===== src/hdl/crs_pkg.sv =====
// ----------------------------------------------------------------------------
// crs_pkg: shared types, codes and byte classes of the reindent stream
// Payload structs, output phase codes and the controller/datapath link.
// ----------------------------------------------------------------------------
package crs_pkg;

  localparam logic [3:0] MAX_NEST    = 4'd15;
  localparam int         SP_W        = 6;     // holds MAX_NEST * 4 spaces

  // input opcodes
  localparam logic OP_CHAR = 1'b0;
  localparam logic OP_END  = 1'b1;

  // output phases, also the controller state codes
  localparam logic [2:0] PH_IDLE = 3'd0;
  localparam logic [2:0] PH_NL   = 3'd1;
  localparam logic [2:0] PH_SP   = 3'd2;
  localparam logic [2:0] PH_C1   = 3'd3;
  localparam logic [2:0] PH_C2   = 3'd4;

  localparam logic [7:0] CH_NL    = 8'h0a;
  localparam logic [7:0] CH_SPACE = 8'h20;

  typedef struct packed {
    logic       op;
    logic [7:0] char_in;
  } in_item_t;

  typedef struct packed {
    logic [7:0] char_out;
    logic       run_last;
  } out_item_t;

  // controller to datapath
  typedef struct packed {
    logic       load;
    logic       sp_dec;
    logic [2:0] phase;
  } crs_cmd_t;

  // datapath to controller
  typedef struct packed {
    logic new_any;   // plan of the held byte has output
    logic new_nl;    // plan starts with a line break
    logic new_sp;    // plan has spaces
    logic sp_nz;     // stored plan has spaces left
    logic sp_one;    // one space left
    logic c2;        // stored plan has a second byte
  } crs_sts_t;

  function automatic logic is_ws(input logic [7:0] c);
    return (c == CH_SPACE) || ((c >= 8'd9) && (c <= 8'd13));
  endfunction

  function automatic logic is_alnum(input logic [7:0] c);
    return ((c >= "0") && (c <= "9")) || ((c >= "A") && (c <= "Z")) ||
           ((c >= "a") && (c <= "z"));
  endfunction

  function automatic logic is_sep(input logic [7:0] c);
    return (c == ",") || (c == "+") || (c == "-") || (c == "*") || (c == "/") ||
           (c == "%") || (c == "=") || (c == "?") || (c == ":") || (c == "&") ||
           (c == "|") || (c == "<") || (c == ">") || (c == "!");
  endfunction

endpackage


===== src/hdl/crs_ctrl.sv =====
// ----------------------------------------------------------------------------
// crs_ctrl: output sequencer
// Walks the phases line break, spaces, first byte, second byte of one item.
// ----------------------------------------------------------------------------
module crs_ctrl import crs_pkg::*; (
  input  logic     clk,
  input  logic     rst_n,
  input  logic     in_valid,
  output logic     in_stall,
  output logic     out_valid,
  input  logic     out_stall,
  input  crs_sts_t sts,
  output crs_cmd_t cmd
);

  logic [2:0] state_r, state_nxt;
  logic       take;

  assign take      = (state_r != PH_IDLE) && !out_stall;
  assign out_valid = (state_r != PH_IDLE);
  assign in_stall  = (state_r != PH_IDLE);

  // next phase
  always_comb begin
    state_nxt = state_r;
    unique case (state_r)
      PH_IDLE: begin
        if (in_valid && sts.new_any) begin
          if (sts.new_nl) state_nxt = PH_NL;
          else if (sts.new_sp) state_nxt = PH_SP;
          else state_nxt = PH_C1;
        end
      end
      PH_NL: if (take) state_nxt = sts.sp_nz ? PH_SP : PH_C1;
      PH_SP: if (take && sts.sp_one) state_nxt = PH_C1;
      PH_C1: if (take) state_nxt = sts.c2 ? PH_C2 : PH_IDLE;
      PH_C2: if (take) state_nxt = PH_IDLE;
      default: state_nxt = PH_IDLE;
    endcase
  end

  always_ff @(posedge clk) begin
    if (!rst_n) state_r <= PH_IDLE;
    else        state_r <= state_nxt;
  end

  // commands
  assign cmd.load   = in_valid && (state_r == PH_IDLE);
  assign cmd.sp_dec = take && (state_r == PH_SP);
  assign cmd.phase  = state_r;

endmodule


===== src/hdl/crs_datapath.sv =====
// ----------------------------------------------------------------------------
// crs_datapath: lookahead state, byte classing and output plan
// Decides what the held byte emits and keeps the plan while it is sent.
// ----------------------------------------------------------------------------
module crs_datapath import crs_pkg::*; (
  input  logic      clk,
  input  logic      rst_n,
  input  in_item_t  in_data,
  input  crs_cmd_t  cmd,
  output crs_sts_t  sts,
  output out_item_t out_data
);

  // stream state
  logic [7:0] held_char_r, before_char_r;
  logic       held_valid_r, before_valid_r, skip_held_r;
  logic [3:0] nest_r;
  logic       line_start_r, space_pend_r;

  // stored plan
  logic            nl_r, c2v_r;
  logic [SP_W-1:0] sp_cnt_r;
  logic [7:0]      c1_r, c2_r;

  // handler results
  logic [7:0]      c, nxt;
  logic            nv, do_h;
  logic [SP_W-1:0] lead_cnt;
  logic            p_nl, p_c1v, p_c2v, p_skip;
  logic [SP_W-1:0] p_sp;
  logic [7:0]      p_c2;
  logic [3:0]      h_nest;
  logic            h_ls, h_sp;

  assign c    = held_char_r;
  assign nv   = (in_data.op == OP_CHAR);
  assign nxt  = nv ? in_data.char_in : 8'd0;
  assign do_h = held_valid_r && !skip_held_r;

  // indentation or owed space ahead of a plain byte, a doubled operator or an opening bracket
  always_comb begin
    if (line_start_r)      lead_cnt = {nest_r, 2'b00};
    else if (space_pend_r) lead_cnt = SP_W'(1);
    else                   lead_cnt = '0;
  end

  // handle the held byte
  always_comb begin
    p_nl   = 1'b0;
    p_sp   = '0;
    p_c1v  = 1'b0;
    p_c2v  = 1'b0;
    p_c2   = 8'd0;
    p_skip = 1'b0;
    h_nest = nest_r;
    h_ls   = line_start_r;
    h_sp   = 1'b0;
    if (is_ws(c)) begin
      h_sp = space_pend_r || (!line_start_r && before_valid_r && nv &&
                              is_alnum(before_char_r) && is_alnum(nxt));
    end else if (((c == ":") || (c == "+") || (c == "<")) && nv && (nxt == c)) begin
      p_sp   = lead_cnt;
      p_c1v  = 1'b1;
      p_c2v  = 1'b1;
      p_c2   = c;
      p_skip = 1'b1;
      h_ls   = 1'b0;
    end else if ((c == "{") || (c == "(") || (c == "[")) begin
      p_sp   = lead_cnt;
      p_c1v  = 1'b1;
      p_c2v  = 1'b1;
      p_c2   = CH_NL;
      if (nest_r < MAX_NEST) h_nest = nest_r + 4'd1;
      h_ls   = 1'b1;
    end else if ((c == "}") || (c == ")") || (c == "]")) begin
      if (nest_r != 4'd0) h_nest = nest_r - 4'd1;
      p_sp   = {h_nest, 2'b00};
      p_c1v  = 1'b1;
      h_ls   = 1'b0;
    end else if (c == ";") begin
      p_c1v  = 1'b1;
      p_c2v  = 1'b1;
      p_c2   = CH_NL;
      h_ls   = 1'b1;
    end else if (is_sep(c)) begin
      p_nl   = 1'b1;
      p_sp   = {nest_r, 2'b00};
      p_c1v  = 1'b1;
      p_c2v  = 1'b1;
      p_c2   = CH_SPACE;
      h_ls   = 1'b0;
    end else begin
      p_sp   = lead_cnt;
      p_c1v  = 1'b1;
      h_ls   = 1'b0;
    end
  end

  // stream state update on an accepted item
  always_ff @(posedge clk) begin
    if (!rst_n) begin
      held_char_r    <= 8'd0;
      held_valid_r   <= 1'b0;
      before_char_r  <= 8'd0;
      before_valid_r <= 1'b0;
      skip_held_r    <= 1'b0;
      nest_r         <= 4'd0;
      line_start_r   <= 1'b1;
      space_pend_r   <= 1'b0;
    end else if (cmd.load) begin
      if (in_data.op == OP_CHAR) begin
        if (held_valid_r) begin
          before_char_r  <= held_char_r;
          before_valid_r <= 1'b1;
        end
        if (do_h) begin
          nest_r       <= h_nest;
          line_start_r <= h_ls;
          space_pend_r <= h_sp;
        end
        held_char_r  <= in_data.char_in;
        held_valid_r <= 1'b1;
        skip_held_r  <= do_h && p_skip;
      end else begin
        held_char_r    <= 8'd0;
        held_valid_r   <= 1'b0;
        before_char_r  <= 8'd0;
        before_valid_r <= 1'b0;
        skip_held_r    <= 1'b0;
        nest_r         <= 4'd0;
        line_start_r   <= 1'b1;
        space_pend_r   <= 1'b0;
      end
    end
  end

  // plan registers and space counter
  always_ff @(posedge clk) begin
    if (cmd.load) begin
      nl_r     <= p_nl;
      sp_cnt_r <= p_sp;
      c1_r     <= c;
      c2_r     <= p_c2;
      c2v_r    <= p_c2v;
    end else if (cmd.sp_dec) begin
      sp_cnt_r <= sp_cnt_r - SP_W'(1);
    end
  end

  assign sts.new_any = do_h && p_c1v;
  assign sts.new_nl  = p_nl;
  assign sts.new_sp  = (p_sp != '0);
  assign sts.sp_nz   = (sp_cnt_r != '0);
  assign sts.sp_one  = (sp_cnt_r == SP_W'(1));
  assign sts.c2      = c2v_r;

  // output byte of the current phase
  always_comb begin
    case (cmd.phase)
      PH_NL:   out_data.char_out = CH_NL;
      PH_SP:   out_data.char_out = CH_SPACE;
      PH_C1:   out_data.char_out = c1_r;
      PH_C2:   out_data.char_out = c2_r;
      default: out_data.char_out = 8'd0;
    endcase
  end
  assign out_data.run_last = ((cmd.phase == PH_C1) && !c2v_r) || (cmd.phase == PH_C2);

endmodule


===== src/hdl/code_reindent_stream.sv =====
// ----------------------------------------------------------------------------
// code_reindent_stream: streaming source reindenter
// Takes one source byte per item and emits the formatted text byte by byte.
// ----------------------------------------------------------------------------
// the first result byte of an item with output is valid in the cycle after the item is accepted
// each item gives N result bytes (N from 0 to 63), sent by the output sequencer
//   one byte per cycle while out_stall is low
// a new item is taken only once every byte of the previous one is taken
// reset: synchronous active-low rst_n clears the stream state, no lookahead held
module code_reindent_stream import crs_pkg::*; (
  input  logic      clk,
  input  logic      rst_n,
  input  logic      in_valid,
  output logic      in_stall,
  input  in_item_t  in_data,
  output logic      out_valid,
  input  logic      out_stall,
  output out_item_t out_data
);

  crs_cmd_t cmd;
  crs_sts_t sts;

  crs_ctrl u_ctrl (
    .clk       (clk),
    .rst_n     (rst_n),
    .in_valid  (in_valid),
    .in_stall  (in_stall),
    .out_valid (out_valid),
    .out_stall (out_stall),
    .sts       (sts),
    .cmd       (cmd)
  );

  crs_datapath u_dp (
    .clk      (clk),
    .rst_n    (rst_n),
    .in_data  (in_data),
    .cmd      (cmd),
    .sts      (sts),
    .out_data (out_data)
  );

endmodule


===== config.mk =====
export PLATFORM = sky130hd
export DESIGN_NAME = code_reindent_stream
export DESIGN_NICKNAME = d
export VERILOG_FILES = /design/src/hdl/crs_pkg.sv /design/src/hdl/crs_ctrl.sv /design/src/hdl/crs_datapath.sv /design/src/hdl/code_reindent_stream.sv
export SDC_FILE = /design/constraint.sdc
export NUM_CORES = 1
export LEC_CHECK = 0
export ABC_AREA = 1
export BUFFER_PORTS_ARGS = -buffer_cell sky130_fd_sc_hd__buf_2
export CAP_MARGIN = 5
export CORE_MARGIN = 2
export CORE_UTILIZATION = 54
export DETAILED_ROUTE_END_ITERATION = 10
export PLACE_DENSITY = 0.76
export SLEW_MARGIN = 20
export SYNTH_ARGS = -nofsm -noshare
export SYNTH_HDL_FRONTEND = slang
export SYNTH_SLANG_ARGS = --single-unit

===== constraint.sdc =====
create_clock -name clk -period 1.85 [get_ports clk]
set_input_delay 0.0925 -clock clk [delete_from_list [all_inputs] [get_ports clk]]
set_output_delay 0.0925 -clock clk [all_outputs]
set_load 0.01 [all_outputs]

; ---- Word level (Yosys, flattened, before mapping)
; Index checks and enable logic that the tools add are counted.
[word_totals]
reg_bits = 51
word_cells = 198
output_inout_bits = 11
in_bits = 13
[op_classes]
mux = 64
add_sub_neg = 3
eq_ne = 36
bitwise = 1
reduce_logical = 66
magnitude_cmp = 15
[ops]
columns = operator, n
row1 = 8-bit by 6-bit equality test with 1-bit output (second input constant), 17
row2 = 6-bit 2-to-1 mux, 10
row3 = 8-bit 2-to-1 mux, 7
row4 = 8-bit by 7-bit equality test with 1-bit output (second input constant), 5
row5 = 8-bit by 7-bit >= comparator with 1-bit output (second input constant), 4
row6 = 8-bit by 7-bit less-or-equal comparator with 1-bit output (second input constant), 4
row7 = 4-bit 2-to-1 mux, 8
row8 = 8-bit case mux with 4 select lines, 1
row9 = 1-bit 2-to-1 mux, 30
row10 = 1-bit logical OR, 26
row11 = 1-bit logical AND, 22
row12 = 3-bit 2-to-1 mux, 7
row13 = 8-bit by 6-bit >= comparator with 1-bit output (second input constant), 2
row14 = 8-bit by 6-bit less-or-equal comparator with 1-bit output (second input constant), 2
row15 = 3-bit case mux with 5 select lines, 1
row16 = 6-bit nonzero test, 2
row17 = 2-bit by 1-bit != test with 1-bit output (second input constant), 5
row18 = 8-bit equality test, 1
row19 = 8-bit by 4-bit >= comparator with 1-bit output (second input constant), 1
row20 = 8-bit by 4-bit less-or-equal comparator with 1-bit output (second input constant), 1
row21 = 3-bit by 2-bit equality test with 1-bit output (second input constant), 2
row22 = 6-bit by 1-bit equality test with 1-bit output (second input constant), 1
row23 = 6-bit AND reduction, 1
row24 = 2-bit nonzero test, 3
row25 = 16 further kinds, 22

; ---- Depth between registers and ports, before layout
; Gate-level depths: netlist (run 1).
[depth]
word_depth = 25
ltp_mapped = 21
depth_no_buf = 20

; ---- By module
; Synthesis (run 1) repeated with hierarchy kept, for this count alone.
[hier_totals]
cells_unflattened = 485
area_unflattened_um2 = 3378.2
[modules_own_cells]
columns = mod, area_per_inst_um2, n_inst, cells_per_inst, seq_area_each_um2
row1 = crs_datapath, 3088.0, 1, 437, 1191.1
row2 = crs_ctrl, 290.3, 1, 48, 60.1

; ---- Worst setup path after synthesis (run 1)
; Ideal clock, no wire load.
[synth_timing]
path_kind = flip-flop to flip-flop
startpoint = register u_ctrl.state_r[2]
endpoint = register u_dp.sp_cnt_r[1] (data pin)
synth_period_minus_slack_ns = 1.998
stages_incl_launch_ff = 7
path_buffers = 1
setup_time_ns = 0.250
setup_slack_ns = -0.148
t_arrival_ns = 1.748
required_time_ns = 1.600
path_cell_list = dfxtp_1 nor2_1 nand2_1 nor2_1 clkbuf_1 or2_2 inv_1
[synth_lines]
columns = element, line_no
row1 = from (decl), crs_ctrl.sv:16  ; logic [2:0] state_r, state_nxt;
row2 = from (signal assigned), crs_ctrl.sv:44  ; else state_r <= state_nxt;
row3 = to (signal assigned), crs_datapath.sv:141  ; sp_cnt_r <= p_sp;
row4 = to (signal assigned), crs_datapath.sv:146  ; sp_cnt_r <= sp_cnt_r - SP_W'(1);
row5 = to (decl), crs_datapath.sv:22  ; logic [SP_W-1:0] sp_cnt_r;

; ---- Worst setup path in the final report (run 1)
[layout_timing]
startpoint = register u_dp.held_char_r[3], in the netlist u_dp.c[3]
endpoint = register u_ctrl.state_r[0]
[layout_via]
elab_chain_len = 25
elab_cells_between_ends = 70
cone_classes = 2 x order compare / 24 x eq/ne / 17 x mux / 27 x reduce/logical
[layout_rtl]
columns = element, line_no
row1 = from (decl), crs_datapath.sv:15  ; logic [7:0] held_char_r, before_char_r;
row2 = from (signal assigned), crs_datapath.sv:121  ; held_char_r <= in_data.char_in;
row3 = "8-bit by 6-bit equality test with 1-bit output, on equally long branches", "crs_pkg.sv:61, crs_datapath.sv:61"
row4 = 1-bit logical OR (5 in series), crs_pkg.sv:61  ; return (c == ",") || (c == "+") || (c == "-") || (c == "*") || (c == "/") ||
row5 = 1-bit logical OR (5 in series), crs_pkg.sv:62  ; (c == "%") || (c == "=") || (c == "?") || (c == ":") || (c == "&") ||
row6 = 1-bit logical OR (3 in series), crs_pkg.sv:63  ; (c == "|") || (c == "<") || (c == ">") || (c == "!");
row7 = 6-bit 2-to-1 mux, crs_datapath.sv:85  ; end else if (is_sep(c)) begin
row8 = 6-bit 2-to-1 mux, crs_datapath.sv:80  ; end else if (c == ";") begin
row9 = 6-bit 2-to-1 mux, crs_datapath.sv:75  ; end else if ((c == "}") || (c == ")") || (c == "]")) begin
row10 = 6-bit 2-to-1 mux, crs_datapath.sv:68  ; end else if ((c == "{") || (c == "(") || (c == "[")) begin
row11 = 6-bit 2-to-1 mux, crs_datapath.sv:61  ; end else if (((c == ":") || (c == "+") || (c == "<")) && nv && (nxt == c)) begin
row12 = 6-bit 2-to-1 mux, crs_datapath.sv:58  ; if (is_ws(c)) begin
row13 = 6-bit nonzero test, crs_datapath.sv:152  ; assign sts.new_sp = (p_sp != '0);
row14 = 1-bit 2-to-1 mux, crs_ctrl.sv:30  ; else if (sts.new_sp) state_nxt = PH_SP;
row15 = 3-bit 2-to-1 mux, crs_ctrl.sv:29  ; if (sts.new_nl) state_nxt = PH_NL;
row16 = 3-bit 2-to-1 mux, crs_ctrl.sv:28  ; if (in_valid && sts.new_any) begin
row17 = 3-bit case mux with 5 select lines, crs_ctrl.sv:26  ; unique case (state_r)
; Parallel ways exist; a longest one is shown, timed or not. The select of a mux whose other input is x is not followed.
; A chain may end at the register's enable or synchronous reset.

==> impl_metrics.csv, run 1 <==
group,metric,value,unit
routing,drc,0,
min_path,hold-path-cell-count,3,
yosys,synthMuxAreaShare,0,%
min_path,hold_end,"u_ctrl.state_r[0]",
layout,drive_gt1_share,32.4,%
sta,setup_violations,2,
yosys,yosysWarningCount,0,
min_path,hp-class,"in2reg",
routing,firstDrtPassIters,5,
sta,rsz0062_at_grt,"yes",
worst_setup_path,cp_slowest_stage_delay,0.38,ns
sta,period_share,105,%
routing,wl_met3,534,µm
yosys,synth_compound_area_share,15.3,%
routing,drt-total-wl,8730,µm
yosys,synth-adder-area-share,1.58,%
cts,clkTransAtPathRegs,0.11,ns
cts,htree_levels,2,
sta,skew,0.00842,ns
floorplanning,dieArea,0.00650,mm²
power,p_leak,1.93,nW
cts,clock-sinks,51,
worst_setup_path,crit_type,"reg2reg",
global_route,antenna_found_initial,0,
yosys,synth-seq-area-share,39.4,%
yosys,synth_xor_area_share,1.38,%
layout,nets,574,
worst_setup_path,critPathMaxFanout,5,
cts,cts_hold_buf,0,
routing,drtAntennaViolNets,0,
worst_setup_path,path_buf_inv,1,
routing,avgViaCountPerCell,5.38,
layout,final_cell_mix,"nand2_1, buf_4, nor2_1",
placed_design,io_buffers,23,
placed_design,hpwl,6430,µm
yosys,synth_top_family_by_area,"simple AND/OR/NAND/NOR gates",
worst_setup_path,reg2reg_slack,-0.09,ns
floorplanning,core_area,0.00557,mm²
yosys,syn_area,0.00317,mm²
worst_setup_path,r2r_start,"u_dp.c[3]",
sta,whs,0.162,ns
floorplanning,rows,27,
min_path,hp-start,"rst_n",
sta,slew-limit-headroom,62.3,%
global_route,grt_util_all_layers,27.5,%
cts,clock_latency,0.32,ns
worst_setup_path,crit_start,"u_dp.c[3]",
sta,max_freq,516,MHz
routing,wire_per_inst,13.9,µm
cts,root_buffer,"clkbuf_8",
worst_setup_path,cp_slowest_cell,"dfxtp_4",
cts,clockBufferDepth,2,
run_status,violations,"negative setup slack",
routing,vias,3390,
routing,top_layer,"met4",
power,ir_worst_vdd,0.755,mV
yosys,synth_seq_cells,51,
global_route,grt_max_degree,24,
sta,fin_crit,1.94,ns
yosys,yosys.area_share.simple,32.8,%
worst_setup_path,endpoint_kind,"register",
sta,finalWorstSetupSlack,-0.0898,ns
floorplanning,fp.dieH,80.6,µm
power,powerDensity,1180,mW/mm²
routing,met2WireLength,4210,µm
yosys,synth_cells,459,
power,power,4.88,mW
floorplanning,start_util,56.9,%
routing,drt_iter0_markers,263,
floorplanning,io_pins,24,
cts,cts_made_buffers,5,
worst_setup_path,critPathRequiredTime,2.11,ns
layout,antennaDiodeCount,0,
global_route,grt-ovfl-total,0,
yosys,synth_cell_types,41,
worst_setup_path,cp_cell_sequence,"buf_4 > nor2_1 > nand3_1 > a21oi_2 > nor2_4 > nand2_2 > nor2_1 > nand2_1 > nand2_1 > nand2_1 > nand2_1 > nor2_1 > nand2_1 > nand2_1 > nand2_1 > nand2_1 > nand2_1 > a21oi_2",
worst_setup_path,cp_top_family,"simple AND/OR/NAND/NOR gates",
worst_setup_path,crit_path_start_kind,"register",
global_route,grt_pass1_wl,13900,µm
worst_setup_path,reg2reg_depth,18,
routing,met1_length,3830,µm
worst_setup_path,path_common_cell,"nand2_1",
placed_design,gp_congestion,0.963,
cts,cts_tree,"done",
job,maxCapViolations,0,
sta,hold_viol,0,
layout,final_common_cell,"nand2_1",
worst_setup_path,worst_ep_arrival_time,2.20,ns
global_route,grt_pass1_vias,3059,
run_status,status,"finished, violations left",
sta,drv_slew,0,
floorplanning,die_w,80.6,µm
sta,tightest_slew,0.562,ns
yosys,avgSynthCellArea,6.91,µm²
layout,area_delta_synth_final,30.8,%
worst_setup_path,reg2reg_to,"u_ctrl.state_r[0]",
worst register-to-register path: stages, from the launching register on:
cell     delay, ns
dfxtp_4       0.38
buf_4         0.16
nor2_1        0.15
nand3_1       0.12
a21oi_2       0.21
nor2_4        0.05
nand2_2       0.06
nor2_1        0.05
nand2_1       0.05
nand2_1       0.05
nand2_1       0.07
nand2_1       0.05
nor2_1        0.10
nand2_1       0.06
nand2_1       0.05
nand2_1       0.04
nand2_1       0.05
nand2_1       0.06
a21oi_2       0.12
per-stage QoR:
stage | setup TNS [ns] | cells | worst slack, ns | util [%] | instance area [µm²]
detailed placement | -0.213 | 614 | -0.141 | 68.9 | 3840
global route | -0.631 | 630 | -0.240 | 74.4 | 4150
CTS | -0.0190 | 623 | -0.0190 | 71.6 | 3990
finish | -0.128 | 630 | -0.0898 | 74.4 | 4150
floorplan | 0 | 460 | 0.00768 | - | 3180
global placement | -0.162 | 614 | -0.137 | 68.9 | 3840
kinds of logic after synthesis:
logic type | after synthesis
compound gates | 89
xor+xnor | 5
flops | 51
simple gates | 236
buf+inv | 73
other cells | 1
fa+ha+maj | 4
metal layers:
layer	up-vias	track usage [%]
li1	1684	-
met1	1554	37.9
met2	137	44.8
met3	15	3.71
met4	0	8.81
met5	-	0
Yosys cell counts:
cell type	number	area, µm²
xor2_1	4	35.0
nor2_1	52	195
or2_0	1	6.26
nand4_1	8	50.1
nand3_2	4	40.0
clkinv_1	1	3.75
nor2_4	1	11.3
nand3_1	17	85.1
o21ai_0	45	225
nor3_2	2	20.0
or3_1	1	6.26
or2_2	2	12.5
o211a_1	1	10.0
xnor2_1	1	8.76
clkbuf_1	4	15.0
o22ai_1	1	6.26
a21oi_1	32	160
nand2_1	127	477
conb_1	1	3.75
a31oi_1	1	6.26
inv_2	12	45.0
buf_4	2	15.0
o21ai_2	1	8.76
a221oi_1	1	8.76
dfxtp_1	28	561
nor2_2	6	37.5
nand2_2	4	25.0
edfxtp_1	23	691
a21oi_4	1	16.3
nor3_1	8	40.0
ha_1	4	50.1
nand2_4	1	11.3
nor4_1	1	6.26
a21oi_2	2	17.5
inv_1	50	188
a211oi_1	2	15.0
o21ai_1	2	10.0
buf_6	2	22.5
buf_1	1	3.75
buf_2	1	5.00
nand3_4	1	17.5
area by class of cell:
cell class / count / area [µm²]
inverters: 63 / 246
clock inverters: 3 / 28.8
clock buffers: 5 / 68.8
multi-input cells: 336 / 1740
fillers: 438 / 1430
flip-flops and latches: 51 / 1270
repair buffers: 100 / 701
well taps: 72 / 90.1
worst max-delay path by stage:
stage	slack, ns	cells past startpoint	endpoint
after CTS	-0.02	18	u_ctrl.state_r[0]
final	-0.09	18	u_ctrl.state_r[0]
after floorplan	0.008	17	u_ctrl.state_r[0]
after global placement	-0.14	17	u_ctrl.state_r[0]
after detailed placement	-0.14	17	u_ctrl.state_r[0]
after global routing	-0.24	17	u_ctrl.state_r[0]
registers in the layout, indices dropped and copies added, names as in the netlist, 3 cells and up:
name and flops:
u_dp.nest_r 4, u_dp.before_char_r 8, u_ctrl.state_r 3, u_dp.sp_cnt_r 6, u_dp.c 8, u_dp.c2_r 8, u_dp.c1_r 8
power breakdown:
| part | switching (mW) | total [mW] | leakage, nW | internal (mW) |
|---|---|---|---|---|
| combinational | 1.45 | 2.44 | 1.42 | 0.988 |
| clock | 0.421 | 0.702 | 0.0502 | 0.281 |
| sequential | 0.185 | 1.73 | 0.459 | 1.55 |
| total | 2.06 | 4.88 | 1.93 | 2.82 |
repair_timing:
action,CTS,global route
setup endpoints to repair,14,20
resized for setup,22,37
setup buffers,1,7
pin swaps,9,18
(Power assumes the default switching activity.)
==> run 2: changes to the inputs <==
--- a/config.mk
+++ b/config.mk
@@ -9,10 +9,11 @@
 export BUFFER_PORTS_ARGS = -buffer_cell sky130_fd_sc_hd__buf_2
 export CAP_MARGIN = 5
 export CORE_MARGIN = 2
-export CORE_UTILIZATION = 54
+export CORE_UTILIZATION = 55
 export DETAILED_ROUTE_END_ITERATION = 10
-export PLACE_DENSITY = 0.76
+export PLACE_DENSITY = 0.77
 export SLEW_MARGIN = 20
 export SYNTH_ARGS = -nofsm -noshare
 export SYNTH_HDL_FRONTEND = slang
+export SYNTH_HIERARCHICAL = 1
 export SYNTH_SLANG_ARGS = --single-unit
==> run 2 against run 1 <==
Against the previous run:
- the flow still finishes with violations (negative setup slack)
- first-iteration DRC count increased by 22%
- die area increased by 4.3%
- register-to-register slack got worse by 0.16 ns
- worst hold slack got worse by 0.096 ns
- count of clock-buffer cells in the layout unchanged
- clock power decreased by 1%
- sequential cell count unchanged
- sequential share of layout area decreased by 1.7 points
- routed wire length increased by 5.0%
- cell count increased by 5.2%
- synthesized area increased by 6.5%
- via count increased by 7.6%
- largest cell class unchanged
==> impl_metrics.csv, run 2 <==
group,metric,value,unit
run_status,status,"finished, violations left",
run_status,violations,"negative setup slack",
worst_setup_path,crit_path_start_kind,"register",
power,power,4.85,mW
sta,period_share,113,%
floorplanning,io_pins,24,
sta,fin_crit,2.10,ns
floorplanning,fp.dieH,82.4,µm
floorplanning,rows,28,
cts,htree_levels,2,
routing,vias,3648,
sta,setup_violations,9,
yosys,synthTopCellsByArea,"edfxtp_1, dfxtp_1, nand2_1",
yosys,synth_edf_count,23,
yosys,yosysWarningCount,6,
yosys,synth_cell_types,45,
cts,cts_hold_buf,0,
sta,finalWorstSetupSlack,-0.247,ns
yosys,synth_common_cells,"nand2_1, nor2_1, inv_1",
yosys,synth_top_cell_by_area,"edfxtp_1",
yosys,synthArstFlopShare,0,%
power,powerDensity,1100,mW/mm²
floorplanning,core_area,0.00592,mm²
routing,drt-total-wl,9170,µm
floorplanning,start_util,57.1,%
yosys,avgSynthCellArea,6.97,µm²
routing,drtAntennaViolNets,0,
cts,clock-sinks,51,
global_route,grt_pass1_wl,14500,µm
layout,final_cell_mix,"nand2_1, buf_4, inv_1, nor2_1, nand3_1",
layout,antennaDiodeCount,0,
worst_setup_path,crit_type,"reg2reg",
layout,final_common_cell,"nand2_1",
routing,drt_iter0_markers,321,
worst_setup_path,endpoint_kind,"register",
placed_design,io_buffers,23,
yosys,synth_xor_area_share,1.56,%
layout,drive_gt1_share,35.9,%
cts,root_buffer,"clkbuf_8",
global_route,grt_max_degree,36,
global_route,antenna_found_initial,0,
layout,area_delta_synth_final,31.0,%
cts,clkTransAtPathRegs,0.10,ns
global_route,grt_util_all_layers,27.7,%
worst_setup_path,worst_ep_arrival_time,2.36,ns
cts,clock_latency,0.32,ns
sta,max_freq,477,MHz
global_route,grt-ovfl-total,0,
min_path,hp-class,"in2reg",
layout,final_cells,663,
routing,firstDrtPassIters,5,
yosys,synth_cells,485,
sta,hold_viol,0,
layout,nets,604,
sta,rsz0062_at_grt,"yes",
yosys,synth_seq_cells,51,
sta,skew,0.00923,ns
floorplanning,dieArea,0.00678,mm²
routing,wire_per_inst,13.8,µm
yosys,ys.flop_type,"dfxtp_1",
yosys,synth_most_common_cell,"nand2_1",
cts,cts_made_buffers,5,
worst_setup_path,critPathMaxFanout,8,
yosys,syn_area,0.00338,mm²
placed_design,gp_congestion,1.04,
placed_design,dp.cells,648,
yosys,synthMuxAreaShare,0,%
routing,drc,0,
job,maxCapViolations,0,
cts,clockBufferDepth,2,
yosys,synth_top_area_share,20.4,%
power,p_leak,2.07,nW
yosys,synth_compound_area_share,13.0,%
yosys,synth-adder-area-share,1.48,%
routing,avgViaCountPerCell,5.50,
global_route,grt_pass1_vias,3317,
yosys,yosys.area_share.simple,36.6,%
cts,cts_tree,"done",
sta,drv_slew,0,
placed_design,pre_cts_slack,-0.174,ns
worst_setup_path,critPathRequiredTime,2.12,ns
yosys,synth-seq-area-share,37.0,%
floorplanning,die_w,82.4,µm
power,ir_worst_vdd,0.593,mV
yosys,synth_top_family_by_area,"simple AND/OR/NAND/NOR gates",
placed_design,hpwl,6460,µm
[run 2: changes by cell type in the layout (fill, tap and decap cells not counted), sizes merged, moves of 2 or more]
cell    delta
nand2      +2
nor2       +6
a21oi      -6
inv        -2
o21ai     -13
nor3       -2
o211ai     +2
nand4      -3
buf        +8
nor4       +2
nand3     +26
[run 2: what timing repair did]
item | CTS | global route
pin swaps | 9 | 20
buffers inserted | 4 | 4
gates cloned | 1 | 0
resized for setup | 21 | 37
hold endpoints to repair | 0 | 0
setup endpoints to repair | 8 | 17
[run 2: report_power, final]
group / switching, mW / internal [mW]
Combinational: 1.38 / 1.04
Sequential: 0.199 / 1.54
Clock: 0.412 / 0.281
[run 2: per-layer routing]
layer | global-route usage (%) | up-vias | routed length, µm
li1 | - | 1792 | -
met1 | 34.6 | 1679 | 3860
met2 | 48.6 | 154 | 4430
met3 | 5.33 | 23 | 660
met4 | 7.50 | 0 | 223
met5 | 0 | - | 0
[run 2: cells by family after synthesis]
family,after synthesis
simple gates,268
xor+xnor,6
flops,51
fa+ha+maj,4
buf+inv,77
compound gates,78
other cells,1
[run 2: final cells by class]
cell class,count,area (µm²)
sequential,51,1280
clock buffer,5,68.8
multi-input combinational,359,1940
timing repair buffer,108,764
clock inverter,3,27.5
inverter,62,246
fill,419,1500
tap,75,93.8
[run 2: critical path, stage by stage, from the launching register on]
cell and delay, ns:
dfxtp_2 0.37, buf_6 0.16, nand3_1 0.11, nand2_1 0.09, nand2_1 0.07, nand2_2 0.08
nand4_1 0.21, nand2_1 0.13, nand2_1 0.06, nand2_1 0.08, nand2_2 0.07, o21ai_1 0.14
nand2_1 0.06, nand2_1 0.06, nand3_1 0.06, nand2_1 0.08, nor2_2 0.03, nand3_1 0.07
nand2_1 0.06, nor2_2 0.06
[run 2: worst paths after layout]
kind	slack, ns	from	to	cells after the start
max	-0.25	u_dp/c[1]	u_ctrl/state_r[0]	19
min	0.07	out_stall	u_ctrl/state_r[2]	3
max reg2reg	-0.25	u_dp/c[1]	u_ctrl/state_r[0]	19
min reg2reg	0.47	u_dp/held_valid_r	u_dp/held_valid_r	2
[run 2: metrics by stage]
step                      utilization, %  instance area (µm²)  hold WS, ns  setup TNS (ns)
after floorplan                        -                 3430        0.206               0
after global placement              69.3                 4100        0.390          -0.126
after detailed placement            69.3                 4100        0.400          -0.204
after CTS                           72.7                 4300       0.0560          -0.100
after global routing                74.7                 4420       0.0676           -1.74
final                               74.7                 4420       0.0667          -0.615
